`src/rtl/sbcc_ram.sv`:
```
// Generic single-port-write RAM with registered read.
// No dependencies.
module sbcc_ram #(
    parameter int WIDTH = 32,
    parameter int DEPTH = 16
) (
    input  logic                     clk,
    input  logic                     we,
    input  logic [$clog2(DEPTH)-1:0] waddr,
    input  logic [WIDTH-1:0]         wdata,
    input  logic [$clog2(DEPTH)-1:0] raddr,
    output logic [WIDTH-1:0]         rdata
);

    logic [WIDTH-1:0] mem [DEPTH];

    always_ff @(posedge clk)
    begin
        if (we)
        begin
            mem[waddr] <= wdata;
        end
        rdata <= mem[raddr];
    end

endmodule

```
`config.mk`:
```
export PLATFORM = sky130hd
export DESIGN_NAME = sbcc_ram
export DESIGN_NICKNAME = d
export VERILOG_FILES = /design/src/rtl/sbcc_ram.sv
export SDC_FILE = /design/constraint.sdc
export NUM_CORES = 1
export LEC_CHECK = 0
export BUFFER_PORTS_ARGS = -buffer_cell sky130_fd_sc_hd__buf_4
export CORE_MARGIN = 2
export CORE_UTILIZATION = 34
export DETAILED_ROUTE_END_ITERATION = 6
export GPL_TIMING_DRIVEN = 0
export PLACE_DENSITY = 0.58
export SYNTH_ARGS = -nofsm -noshare
export SYNTH_HDL_FRONTEND = slang
export SYNTH_SLANG_ARGS = --single-unit
```
`constraint.sdc`:
```
create_clock -name clk -period 9.8 [get_ports clk]
set_input_delay 0.49 -clock clk [delete_from_list [all_inputs] [get_ports clk]]
set_output_delay 0.49 -clock clk [all_outputs]
set_load 0.01 [all_outputs]
```
==> results of run 1 <==
## cells in the final DEF (no fill, tap or decap), types with 13 or more instances in the layout
cell | synthesis | layout
nand2_1 | 33 | 33
clkbuf_16 | 0 | 56
buf_4 | 11 | 84
dfxtp_1 | 32 | 32
a22oi_1 | 64 | 64
edfxtp_1 | 512 | 512
clkinv_1 | 0 | 13
mux4_2 | 128 | 128
clkbuf_1 | 17 | 36
## flip-flops by register name, indices dropped and copies added, names as in the netlist
name / flops
rdata: 32
mem: 512
## layer usage
layer / up-vias / global-route usage / wire length [µm] / part of all wire
li1: 3899 / - / - / -
met1: 4806 / 0.1978 / 18650 / 0.43
met2: 301 / 0.2326 / 20770 / 0.48
met3: 58 / 0.03012 / 2875 / 0.067
met4: 2 / 0.04332 / 828 / 0.019
met5: - / 0.002451 / 13 / 0.00030
## worst max-delay path, stage by stage
cell and delay, ns:
buf_4 0.12, or3b_2 0.59, nor3_2 0.71, buf_6 0.27
## cells by family after synthesis
logic type | Yosys count | share of synthesized area
AO/OA/AOI/OAI | 64 | 0.02420
multiplexers | 128 | 0.1452
flip-flops | 544 | 0.8067
buffers and inverters | 43 | 0.01122
AND/OR/NAND/NOR | 59 | 0.01273
## layout make-up
class	instances	area share
Buffer	43	0.009447
Sequential cell	544	0.6793
Clock buffer	78	0.06422
Clock inverter	26	0.007589
Timing Repair Buffer	97	0.04076
Tap cell	765	0.04060
Multi-Input combinational cell	251	0.1581
## worst paths after layout
path                            slack [ns]   startpoint  depth (start not counted)          end
worst max register to register        8.35  mem[11][20]                          3    rdata[20]
worst min register to register        0.67   mem[14][6]                          3     rdata[6]
worst max-delay path                  7.89     waddr[2]                          4    mem[0][8]
worst min-delay path                  0.19    wdata[29]                          1  mem[14][29]
## stage by stage
step | std cells | worst slack [ns] | utilization
5_1_grt | 1804 | 7.833 | 0.4086
6_report | 1804 | 7.893 | 0.4086
3_5_place_dp | 1700 | 7.280 | 0.3793
4_1_cts | 1804 | 7.922 | 0.4086
3_3_place_gp | 1674 | 3.317 | 0.3699
2_1_floorplan | 838 | 6.130 | -
## power by group through the flow
stage,Combinational (W),Clock [W],Sequential [W]
after floorplan,0.000125,0,0.00267
after global placement,0.000248,0,0.00266
after detailed placement,0.000262,0,0.00266
after CTS,0.000263,0.00202,0.00262
after global routing,0.000277,0.00210,0.00262
final,0.000256,0.00197,0.00261
==> flow_summary_export.csv, run 1 <==
group,metric,value,unit
critical_path,cp-end-kind,"flop",
route,wirelength,43140,µm
synthesis,synth_most_common_cell,"edfxtp_1",
layout,area_growth,18.74,%
floorplan,initial_core_util,0.3441,
layout,fill_cells,5104,
grt,antenna_found_initial,1,
synthesis,avgSynthCellArea,23.69,µm²
placement,post_dp_cell_area,21880,µm²
outcome,outcome,"completed",
clock_network,hold_buffers,0,
synthesis,yosysTopAreaCell,"edfxtp_1",
critical_path,startpoint_type,"input pin",
pwr,p_sw,0.001004,W
clock_network,cts_setup_buffers,0,
timing,final-setup-viol-count,0,
clock_network,path_clk_slew,0.06,ns
timing,skew,0.01610,ns
pwr,ir_worst_vdd,125.2,µV
clock_network,cts_root_buffer,"clkbuf_16",
route,drtAntennaViolNets,0,
grt,gr-total-overflow,0,
floorplan,row_count,88,
floorplan,io-pin-count,74,
placement,place_hpwl,27070,µm
clock_network,clk_latency,0.60,ns
timing,drv_slew,0,
critical_path,crit_fanout,9,
timing,worst_pin_slew,0.9070,ns
timing,tns,0,ns
synthesis,ys_types,18,
layout,nNetsFinal,1034,
pwr,switching_share,0.2074,
timing,final_hold_viol_count,0,
route,num_vias,9066,
timing,period_share,0.1946,
route,drt-initial-drc-count,887,
synthesis,ys_ff_latch,544,
pwr,powerDensity,205.4,nW/µm²
synthesis,ys.flop_type,"edfxtp_1",
grt,first_global_vias,9557,
floorplan,core_area,57700,µm²
route,drt-pass1-iter-count,5,
placement,port_buffers,71,
synthesis,syn_inst,838,
synthesis,synth_edf_count,512,
pwr,seqPwrFrac,0.540,
layout,drive_above_1_share,0.3186,
synthesis,yosysWarnings,0,
pwr,p_leak,7.496,nW
layout,ff_latch_area,16020,µm²
layout,multi_input_area,3726,µm²
synthesis,synthTopCellsByArea,"edfxtp_1 (77%), mux4_2 (15%), dfxtp_1 (3.2%)",
timing,post-route-min-period,1.907,ns
clock_network,htree_levels,2,
timing,max_freq,0.5245,GHz
worst_hold_path,worstHoldPathType,"input pin to flop",
floorplan,die_y,245.7,µm
synthesis,syn_nets,880,
grt,grt_pass1_wl,63400,µm
synthesis,syn_area,19850,µm²
timing,rsz0062_at_grt,"no",
clock_network,cts_resized,0,
critical_path,critPathKind,"input pin to flop",
grt,grt_max_degree,23,
placement,routabilityCongestion,0.6830,
synthesis,synth_common_cells,"edfxtp_1 (512), mux4_2 (128), a22oi_1 (64)",
critical_path,worstPathArrival,2.20,ns
route,route.detailed.drc,0,
flow_run,cap_viol_max_count,0,
floorplan,die_w,245.7,µm
pwr,p_clk_frac,0.407,
floorplan,dieArea,60340,µm²
clock_network,cts_tree,"yes",
timing,timing.hold.ws,0.1890,ns
clock_network,numCtsBuffers,55,
clock_network,cts_num_sinks,544,
clock_network,cts_buffer_depth,3,
synthesis,synthArstFlopShare,0,
layout,finalInstanceArea,23580,µm²
route,wl_per_cell,23.91,µm
layout,diodes,0,
route,via_per_inst,5.025,
critical_path,worstPathRequired,10.09,ns
synthesis,synth_seq_area_share,0.8067,
timing,relSlewSlack,0.3920,
synthesis,yosys.area.top_type_share,0.7744,
pwr,p_int,0.003837,W
grt,grt_usage,0.1444,
pwr,design_power_total,0.004841,W
pwr,combPwrFrac,0.053,
No activity file was read; power rests on OpenSTA's default activity.
==> run 2: changes to the inputs <==
- PLACE_DENSITY: 0.58 -> 0.6
- clock period: 9.8 -> 1.6 ns (I/O delays scaled with it)
==> flow_summary_export.csv, run 2 (synthesis results as in run 1) <==
group,metric,value,unit
clock_network,cts_buffer_depth,3,
floorplan,die_w,245.7,µm
grt,antenna_found_initial,0,
timing,tns,0,ns
route,num_vias,9088,
clock_network,cts_setup_buffers,0,
clock_network,path_clk_slew,0.06,ns
timing,skew,0.01780,ns
critical_path,ff2ff_path_depth,3,
worst_hold_path,worstHoldPathType,"input pin to flop",
floorplan,dieArea,60340,µm²
floorplan,io-pin-count,74,
clock_network,cts_resized,0,
layout,finalInstanceArea,23970,µm²
grt,grt_usage,0.1478,
grt,first_global_vias,9569,
placement,place_hpwl,27260,µm
layout,ff_latch_area,16020,µm²
placement,routabilityCongestion,0.6871,
timing,timing.hold.ws,-0.04277,ns
floorplan,initial_core_util,0.3441,
layout,drive_above_1_share,0.3133,
layout,mostFrequentLayoutCell,"edfxtp_1",
floorplan,core_area,57700,µm²
route,drt-initial-drc-count,899,
layout,largest_register_ff_count,512,
grt,grt_max_degree,21,
timing,drv_slew,0,
outcome,violations,"hold timing",
route,drt-pass1-iter-count,5,
outcome,outcome,"finished, violations left",
clock_network,cts_root_buffer,"clkbuf_16",
layout,area_growth,20.75,%
critical_path,crit_fanout,1,
pwr,powerDensity,1242,nW/µm²
grt,gr-total-overflow,0,
layout,fin_util,0.4155,
route,wl_per_cell,23.87,µm
layout,largest_registers,"mem x512, rdata x32",
flow_run,cap_viol_max_count,0,
clock_network,htree_levels,2,
critical_path,worstPathRequired,2.09,ns
floorplan,row_count,88,
critical_path,startpoint_type,"flop",
timing,max_freq,0.7145,GHz
route,wirelength,43640,µm
critical_path,cp-end-kind,"flop",
layout,regMostFlops,"mem",
timing,final_hold_viol_count,26,
pwr,ir_worst_vdd,779.7,µV
pwr,design_power_total,0.02979,W
layout,multi_input_area,3754,µm²
clock_network,cts_tree,"yes",
layout,diodes,0,
clock_network,cts_num_sinks,544,
clock_network,clk_latency,0.62,ns
timing,final-setup-viol-count,0,
critical_path,worstPathArrival,1.89,ns
timing,post-route-min-period,1.400,ns
layout,final_cell_mix,"edfxtp_1 (512), mux4_2 (128), buf_4 (82), a22oi_1 (64), clkbuf_16 (55)",
route,via_per_inst,4.972,
timing,worst_pin_slew,0.9864,ns
grt,grt_pass1_wl,64690,µm
placement,port_buffers,71,
floorplan,die_y,245.7,µm
timing,relSlewSlack,0.3424,
clock_network,hold_buffers,32,
route,drtAntennaViolNets,0,
layout,nNetsFinal,1060,
layout,fill_cells,5026,
critical_path,critPathKind,"flop to flop",
timing,period_share,0.8747,
placement,post_dp_cell_area,21940,µm²
timing,rsz0062_at_grt,"no",
route,route.detailed.drc,0,
worst_hold_path,whs_path_depth,2,
pwr,p_leak,7.653,nW
clock_network,numCtsBuffers,55,
-- run 2: cell types whose count changed in the layout (fill, tap and decap cells not counted), moves of 2 or more --
cell	before	now
dlygate4sd3_1	0	32
buf_6	12	2
buf_16	4	9
clkbuf_1	36	31
clkinv_1	13	8
clkbuf_8	3	7
nor3_2	4	0
nor3_4	0	4
clkinv_2	9	12
buf_4	84	82
-- run 2: worst paths after layout --
check	slack, ns	from	to
max	0.20	mem[3][1]	rdata[1]
min	-0.04	waddr[1]	mem[0][30]
min reg2reg	0.67	mem[12][6]	rdata[6]
max reg2reg	0.20	mem[3][1]	rdata[1]
-- run 2: per-stage QoR --
stage	std cells	setup slack (ns)
CTS	1828	0.2097
floorplan	838	-0.5078
finish	1828	0.2004
global route	1828	0.1444
detailed placement	1694	-0.3968
global placement	1674	-2.448
-- run 2: cell type report --
type	count	area share
timing repair buffer	123	0.05469
multi-input combinational	251	0.1566
clock buffer	76	0.06362
tap	765	0.03992
clock inverter	26	0.007881
buffer	43	0.009290
sequential	544	0.6680
-- run 2: where the power goes --
part / switching, W / internal (W)
clock network: 0.00529 / 0.00684
registers: 0.0000794 / 0.0159
logic: 0.000908 / 0.000738
total: 0.00628 / 0.0235
-- run 2: per-layer routing --
layer / wire (µm) / part of all wire / vias to the layer above / GRT usage
li1: - / - / 3941 / -
met1: 19400 / 0.44 / 4838 / 0.2074
met4: 724 / 0.017 / 0 / 0.03440
met2: 21210 / 0.49 / 252 / 0.2405
met5: 0 / 0 / - / 0
met3: 2305 / 0.053 / 57 / 0.02674
-- run 2: critical path, stage by stage (launching register included) --
cell and delay (ns):
edfxtp_1 0.38, mux4_2 0.48, a22oi_1 0.33, nand2_1 0.10
